`src/swda_pkg.sv`:
```
// shared types, widths and constants for the sliding window duration average
// no dependencies; used by all modules but swda_ram, by scoped names
`timescale 1ns / 1ps
`default_nettype none

package swda_pkg;

    // default build values for the top level and datapath parameters
    localparam int WINDOW_DEPTH_DEFAULT = 256;
    localparam int SAMPLE_BITS_DEFAULT  = 32;

    // fixed field widths
    localparam int SAMPLE_W = 32;
    localparam int WLEN_W   = 9;
    localparam int COUNT_W  = 32;
    localparam int SUM_W    = 63;
    localparam int MEAN_W   = 40;
    localparam int FRAC_W   = 8;

    // stream data widths, padded to whole bytes
    localparam int S_TDATA_W = 32;
    localparam int M_FIELD_W = COUNT_W + SUM_W + MEAN_W;
    localparam int M_TDATA_W = ((M_FIELD_W + 7) / 8) * 8;

    // divider: quotient bits left once the high part of the sum is below the count
    localparam int DIV_STEPS = (SUM_W - COUNT_W) + 1 + FRAC_W;
    localparam int DIV_SH_W  = SUM_W - (SUM_W - COUNT_W) + FRAC_W;
    localparam int DIV_CNT_W = $clog2(DIV_STEPS);

    localparam logic [COUNT_W-1:0] COUNT_MAX = {COUNT_W{1'b1}};
    localparam logic [SUM_W-1:0]   SUM_MAX   = {SUM_W{1'b1}};
    localparam logic [MEAN_W-1:0]  MEAN_MAX  = {{(MEAN_W-FRAC_W){1'b1}}, {FRAC_W{1'b0}}};

    typedef enum logic [2:0] {
        ST_IDLE,
        ST_DROP,
        ST_ADD,
        ST_START,
        ST_DIV,
        ST_OUT
    } state_t;

    // controller to datapath commands
    typedef struct packed {
        logic capture;
        logic drop_step;
        logic add_step;
        logic div_start;
        logic load_out;
    } cmd_t;

    // datapath to controller status
    typedef struct packed {
        logic div_done;
        logic out_busy;
    } status_t;

endpackage

`default_nettype wire

```
`src/swda_ctrl.sv`:
```
// sequencer: accept, drop, add, divide, hand over to the output register
// depends on swda_pkg
`timescale 1ns / 1ps
`default_nettype none

module swda_ctrl (
    input  wire logic               clk,
    input  wire logic               rst_n,
    input  wire logic               in_valid,
    output logic                    in_ready,
    input  wire swda_pkg::status_t  status,
    output swda_pkg::cmd_t          cmd
);

    swda_pkg::state_t state_reg;
    swda_pkg::state_t state_next;

    always_ff @(posedge clk or negedge rst_n)
    begin
        if (!rst_n)
        begin
            state_reg <= swda_pkg::ST_IDLE;
        end
        else
        begin
            state_reg <= state_next;
        end
    end

    always_comb
    begin
        state_next = state_reg;
        cmd        = '0;
        in_ready   = 1'b0;
        case (state_reg)
            swda_pkg::ST_IDLE:
            begin
                in_ready = 1'b1;
                if (in_valid)
                begin
                    cmd.capture = 1'b1;
                    state_next  = swda_pkg::ST_DROP;
                end
            end
            swda_pkg::ST_DROP:
            begin
                cmd.drop_step = 1'b1;
                state_next    = swda_pkg::ST_ADD;
            end
            swda_pkg::ST_ADD:
            begin
                cmd.add_step = 1'b1;
                state_next   = swda_pkg::ST_START;
            end
            swda_pkg::ST_START:
            begin
                cmd.div_start = 1'b1;
                state_next    = swda_pkg::ST_DIV;
            end
            swda_pkg::ST_DIV:
            begin
                if (status.div_done)
                begin
                    state_next = swda_pkg::ST_OUT;
                end
            end
            swda_pkg::ST_OUT:
            begin
                if (!status.out_busy)
                begin
                    cmd.load_out = 1'b1;
                    state_next   = swda_pkg::ST_IDLE;
                end
            end
            default:
            begin
                state_next = swda_pkg::ST_IDLE;
            end
        endcase
    end

endmodule

`default_nettype wire

```
`config.mk`:
```
export PLATFORM = sky130hd
export DESIGN_NAME = swda_ctrl
export DESIGN_NICKNAME = d
export VERILOG_FILES = /design/src/swda_pkg.sv /design/src/swda_ctrl.sv
export SDC_FILE = /design/constraint.sdc
export NUM_CORES = 1
export LEC_CHECK = 0
export BUFFER_PORTS_ARGS = -buffer_cell sky130_fd_sc_hd__buf_2
export CAP_MARGIN = 40
export CORE_AREA = 5 5 42 44
export CTS_BUF_LIST = sky130_fd_sc_hd__clkbuf_4
export DETAILED_ROUTE_END_ITERATION = 7
export DIE_AREA = 0 0 47 49
export GPL_TIMING_DRIVEN = 0
export PLACE_DENSITY_LB_ADDON = 0.15
export SYNTH_ARGS = -nofsm -noshare
export SYNTH_HDL_FRONTEND = slang
export SYNTH_SLANG_ARGS = --single-unit
```
`constraint.sdc`:
```
create_clock -name clk -period 1 [get_ports clk]
set_input_delay 0.05 -clock clk [delete_from_list [all_inputs] [get_ports clk]]
set_output_delay 0.05 -clock clk [all_outputs]
set_load 0.02 [all_outputs]
```
; After elaboration in Yosys (flattened, before gate mapping)
; Index checks and enable logic that the tools add are counted.
[word_totals]
ff_bits = 3
inputBits = 5
out_inout_bits = 6
wordCells = 23
[classes]
eq_ne = 8
mux = 12
n_reduce_logical = 2
[op_table]
columns = operator, count
row1 = case mux 3 bit (6 select lines), 1
row2 = 2-to-1 mux 3 bit, 3
row3 = 2-to-1 mux 1 bit, 8
row4 = "equality test 3 x 2 -> 1 bit, second input constant", 2
row5 = "equality test 3 bit, second input constant", 2
row6 = "!= test 2 bit, second input constant", 3
row7 = "equality test 3 x 1 -> 1 bit, second input constant", 1
row8 = logical NOT 3 bit, 1
row9 = AND reduction 3 bit, 1

; Depth between registers and ports, before layout
; Gate-level depths: netlist of the first run.
[depth]
word_depth = 3
mapped_depth = 3
ltp_nobuf = 2

; Worst setup path after synthesis of the first run
; No wires, ideal clock.
[synth_timing]
path_type = register to output
from = register state_reg[2]
to = output cmd[4] in the netlist's numbering
arrival_ps = 1142
required_time_ps = 950
path_slack_ps = -192
stages_incl_launch_ff = 4
n_path_buf = 1
path_cell_list = dfrtp_1 -> buf_6 -> nor3_2 -> and2_1
[synth_rtl]
columns = item, line_no
row1 = from (decl), swda_ctrl.sv:15  ; swda_pkg::state_t state_reg;
row2 = from (signal assigned), swda_ctrl.sv:22  ; state_reg <= swda_pkg::ST_IDLE;
row3 = from (signal assigned), swda_ctrl.sv:26  ; state_reg <= state_next;
row4 = to (decl), swda_ctrl.sv:12  ; output swda_pkg::cmd_t cmd

==> metrics.cfg, run 1 <==
[clock_tree]
clockBufferDepth=2
path_clk_slew_ps=40
clock-sinks=3
h-tree-depth=1
clk_latency_ps=250
cts_tree=yes
cts_inserted_buffers=3
root_buffer=clkbuf_4

[pwr]
p_leak_nw=0.223
irDropWorstVdd_v=0.000936
power_switching_share_pct=37.2
power_frac_comb_pct=71.1
internal_power_w=0.00108
power_w=0.00171
p_seq_share_pct=14.0
p_per_area_nw_per_um2=3570
p_sw_w=0.000636
p_clk_share_pct=14.9

[finish]
nets=50
syn_to_final_growth_pct=132
regArea_um2=76.3
final_common_cell=buf_4
final_layout_size_suffix_gt1_share_pct=84.1
final.fill_count=150
multiInputGateArea_um2=160
final_cell_mix=buf_4, buf_6, clkbuf_4, buf_2, nor3b_2
largest_reg_flops=3
diodes=0

[setup_path]
critPathSlowestCell=dfrtp_1
cp.required_ps=950
path_buf_inv=2
reg2reg_from=state_reg[0]
worstPathArrival_ps=1190
r2r_slack_ps=-160
worstReg2RegEnd=state_reg[0]
crit_chain=buf_6, nor3_4, and2_4, buf_6
crit_end=cmd[4]
cp-end-kind=output port
r2r_cells=5
cp_max_fo=5
cp_slowest_stage_delay_ps=360
cp_top_family=flip-flops
cp.depth=4
critPathKind=register to output port
cpMostUsedCell=buf_6
startpoint=state_reg[2]
worstSetupStartpointType=register

[place]
gp_congestion=0.659
dp_hpwl_um=361
port_buffers=10

[routing]
viasPerCell=3.95
ant_nets=0
first_iter_violations=1
firstDrtPassIters=2
drc=0
wl_per_cell_um=11.1
routed_wl_um=667
num_vias=237

[timing]
hold_viol_final=0
max_freq_mhz=805
slew_violations=0
finalCritPeriodShare_pct=124
slew-limit-headroom_pct=83.9
holdWs_ps=129
finalSetupViolCount=8
finalClockSkew_ps=5.14
layout_setup_ws_ps=-243
rsz0062_at_grt=yes
fin_crit_ps=1240
worstMarginPinSlew_ps=242

[job]
max_cap_viol_count=0

[synthesis]
muxShareOfSynthArea_pct=4.85
yosysWarningCount=0
synth_compound_area_share_pct=10.9
ys_ff_latch=3
syn_inst=20
synth_cell_type_count=15
synthSimpleGateAreaFrac_pct=34.5
synth_xor_xnor_area_share_pct=4.24
synth_top_family_by_area=simple AND/OR/NAND/NOR gates
syn_area_um2=206
avgSynthCellArea_um2=10.3
yosysSeqAreaShare_pct=36.4
synth_fa_ha_area_share_pct=0
syn_nets=25

[global_routing]
grt_max_degree=7
antenna_found_initial=0
overflow=0
grt_usage_pct=6.14
grt_pass1_vias=222
grt_pass1_wl_um=897

[floorplan]
die_w_um=47
start_util_pct=14.7
core_um2=1400
die_h_um=49
boundaryPins=11
dieArea_um2=2300
rows=14

[status]
status=finished, violations left
failed_checks=negative setup slack

[worst_hold_path]
hold_path_class=input port to async pin

## routing by layer
| metal | track usage, % | routed length, um |
|---|---|---|
| met5 | 0 | 0 |
| met4 | 9.68 | 28 |
| met3 | 2.95 | 38 |
| met2 | 7.69 | 347 |
| met1 | 5.31 | 253 |
## synth_stat cells, drive strengths merged
master,n,area [um^2]
dfrtp,3,75.1
nand2,1,3.75
nor2b,1,6.26
buf,2,18.8
and2,1,6.26
mux2i,1,10.0
o22ai,1,6.26
nor2,3,11.3
nand2b,1,6.26
o32ai,1,16.3
nor3,1,10.0
xnor2,1,8.76
nor3b,3,27.5
## final cells by class
class / instances / area share, %
flip-flops and latches: 3 / 15.9
multi-input cells: 15 / 33.4
repair buffers: 20 / 35.5
plain buffers: 2 / 4.70
well taps: 16 / 4.18
clock buffers: 4 / 6.27
## power groups by stage
| stage | Sequential, W | Combinational [W] | Clock [W] |
|---|---|---|---|
| CTS | 0.000240 | 0.000956 | 0.000257 |
| global placement | 0.000243 | 0.000656 | 0 |
| floorplan | 0.000228 | 0.000516 | 0 |
| finish | 0.000240 | 0.00122 | 0.000255 |
| global route | 0.000249 | 0.00128 | 0.000267 |
| detailed placement | 0.000241 | 0.000658 | 0 |
## kinds of logic (layout without fill, tap and decap cells)
kind of cell    after synthesis  count (layout)
flops                         3               3
simple gates                 11              11
compound gates                2               2
mux                           1               1
buf+inv                       2              26
xor+xnor                      1               1
## worst min-delay path by stage
stage,start,end,slack [ps],depth (start not counted)
2_1_floorplan,rst_n,state_reg[0],-250,0
3_3_place_gp,rst_n,state_reg[0],-160,1
3_5_place_dp,rst_n,state_reg[0],-150,1
4_1_cts,status[1],state_reg[0],110,3
5_1_grt,rst_n,state_reg[2],150,2
6_report,rst_n,state_reg[2],130,2
## metrics by stage
stage / util, % / area, um^2 / std cells / setup WS (ps) / setup TNS (ps)
floorplan: - / 224 / 20 / -75.6 / -126
global placement: 21.0 / 294 / 46 / -93.4 / -119
detailed placement: 21.0 / 294 / 46 / -81.2 / -122
CTS: 29.5 / 413 / 55 / -246 / -1080
global route: 34.2 / 479 / 60 / -290 / -1690
finish: 34.2 / 479 / 60 / -243 / -1340
## worst reg2reg max path, cell delays in order, from the launching register on
cell and delay [ps]:
dfrtp_1 360, buf_6 130, buf_12 120, buf_6 110
mux2i_2 180, o32ai_2 120
## timing repair
item                                   in CTS  in global routing
buffers inserted                            4                  5
endpoints found under the hold margin       3                  0
gates resized for setup                    12                  7
hold buffers                                1                  0
setup endpoints to repair                   6                  7
pin swaps                                   4                  4
(Power assumes the default switching activity.)
==> run 2, diff against run 1 <==
--- a/config.mk
+++ b/config.mk
@@ -13,6 +13,7 @@
 export DIE_AREA = 0 0 47 49
 export GPL_TIMING_DRIVEN = 0
 export PLACE_DENSITY_LB_ADDON = 0.15
+export SKIP_LAST_GASP = 1
 export SYNTH_ARGS = -nofsm -noshare
 export SYNTH_HDL_FRONTEND = slang
 export SYNTH_SLANG_ARGS = --single-unit
==> metrics.cfg, run 2 (synthesis results as in run 1) <==
[status]
status=finished, violations left
failed_checks=negative setup slack

[timing]
finalSetupViolCount=7
slew_violations=0
rsz0062_at_grt=yes
fin_crit_ps=1230
slew-limit-headroom_pct=87.0
finalClockSkew_ps=6.10
hold_viol_final=0
fin_setup_tns_ps=-1120
max_freq_mhz=811
finalCritPeriodShare_pct=123
layout_setup_ws_ps=-233
worstMarginPinSlew_ps=194

[finish]
largest_reg_flops=3
final.fill_count=152
fin_area_um2=453
nets=48
final_common_cell=buf_4
syn_to_final_growth_pct=119
final_util_pct=32.3
diodes=0
final_cell_mix=buf_4, buf_6, clkbuf_4, buf_2, nor3b_2
final_layout_size_suffix_gt1_share_pct=81.0

[global_routing]
grt_pass1_wl_um=883
overflow=0
grt_pass1_vias=218
grt_usage_pct=6.07
grt_max_degree=7
antenna_found_initial=0

[floorplan]
dieArea_um2=2300
rows=14
core_um2=1400
die_h_um=49
start_util_pct=14.7
boundaryPins=11
die_w_um=47

[setup_path]
cp-end-kind=output port
crit_chain=buf_6, nor3_4, and2_4, buf_6
cp_top_family=flip-flops
cpMostUsedCell=buf_6
critPathSlowestCell=dfrtp_1
reg2reg_from=state_reg[0]
r2r_slack_ps=-10
worstSetupStartpointType=register
r2r_cells=4
cp_max_fo=5
cp.required_ps=950
cp_slowest_stage_delay_ps=360
path_buf_inv=2
worstPathArrival_ps=1180
worstReg2RegEnd=state_reg[0]
critPathKind=register to output port

[place]
dp_slack_ps=-81.2
dp_hpwl_um=361
gp_congestion=0.659
placed_cell_area_um2=294
port_buffers=10

[routing]
ant_nets=0
wl_per_cell_um=9.71
routed_wl_um=563
drc=0
viasPerCell=3.72
firstDrtPassIters=3
first_iter_violations=9
num_vias=216

[pwr]
p_leak_nw=0.206
power_w=0.00157
irDropWorstVdd_v=0.000975
p_per_area_nw_per_um2=3470

[worst_hold_path]
hold_path_class=input port to register
whs_endpoint=state_reg[0]
min_from=status[1]
hold_path_depth=3

[clock_tree]
clk_latency_ps=240
path_clk_slew_ps=40
clock-sinks=3
cts_tree=yes
cts_inserted_buffers=3
h-tree-depth=1
root_buffer=clkbuf_4
clockBufferDepth=2

[job]
max_cap_viol_count=0

run 2: cell count changes in the layout (fill, tap and decap cells not counted):
cell     change
buf_4        -1
buf_6        -1
xnor2_2      -1
xnor2_1      +1
run 2: how the worst max path moves through the flow:
stage                            start     end  depth (start not counted)
final                     state_reg[2]  cmd[4]                          4
after global routing      state_reg[2]  cmd[4]                          4
after CTS                 state_reg[0]  cmd[4]                          4
after detailed placement  state_reg[1]  cmd[0]                          3
after global placement    state_reg[1]  cmd[0]                          3
after floorplan           state_reg[0]  cmd[4]                          3
run 2: where the power goes:
group	leakage (nW)	total (W)	switching, W	internal (W)
sequential	0.0365	0.000240	0.0000579	0.000182
clock	0.0184	0.000244	0.0000670	0.000177
combinational	0.152	0.00109	0.000455	0.000634
total	0.206	0.00157	0.000580	0.000993
run 2: final cells by class:
cell class                 count  area (um^2)  share of cell area (%)
multi-input combinational     15          153                    33.7
timing repair buffer          18          151                    33.4
sequential                     3         76.3                    16.9
clock buffer                   4         30.0                    6.63
buffer                         2         22.5                    4.97
tap                           16         20.0                    4.42
run 2: worst reg2reg max path, cell delays in order (launching register included):
cell	delay [ps]
dfrtp_1	360
buf_6	130
buf_12	130
mux2i_2	170
o32ai_2	90
run 2: metrics by stage:
stage / std cells / hold slack, ps
floorplan: 20 / -246
global placement: 46 / -157
detailed placement: 46 / -154
CTS: 55 / 120
global route: 58 / 109
finish: 58 / 106
run 2: what timing repair did:
item / CTS / global route
pin swaps: 3 / 3
endpoints found under the setup margin: 6 / 7
hold endpoints to repair: 3 / 0
setup buffers: 4 / 3
hold buffers: 1 / 0
resized for setup: 11 / 6
run 2: per-layer routing:
| metal | GRT usage (%) | up-vias | part of all wire (%) |
|---|---|---|---|
| met5 | 0 | - | 0 |
| met2 | 7.47 | 8 | 52 |
| li1 | - | 111 | - |
| met1 | 5.31 | 97 | 42 |
| met3 | 2.95 | 0 | 5.7 |
| met4 | 9.68 | 0 | 0 |
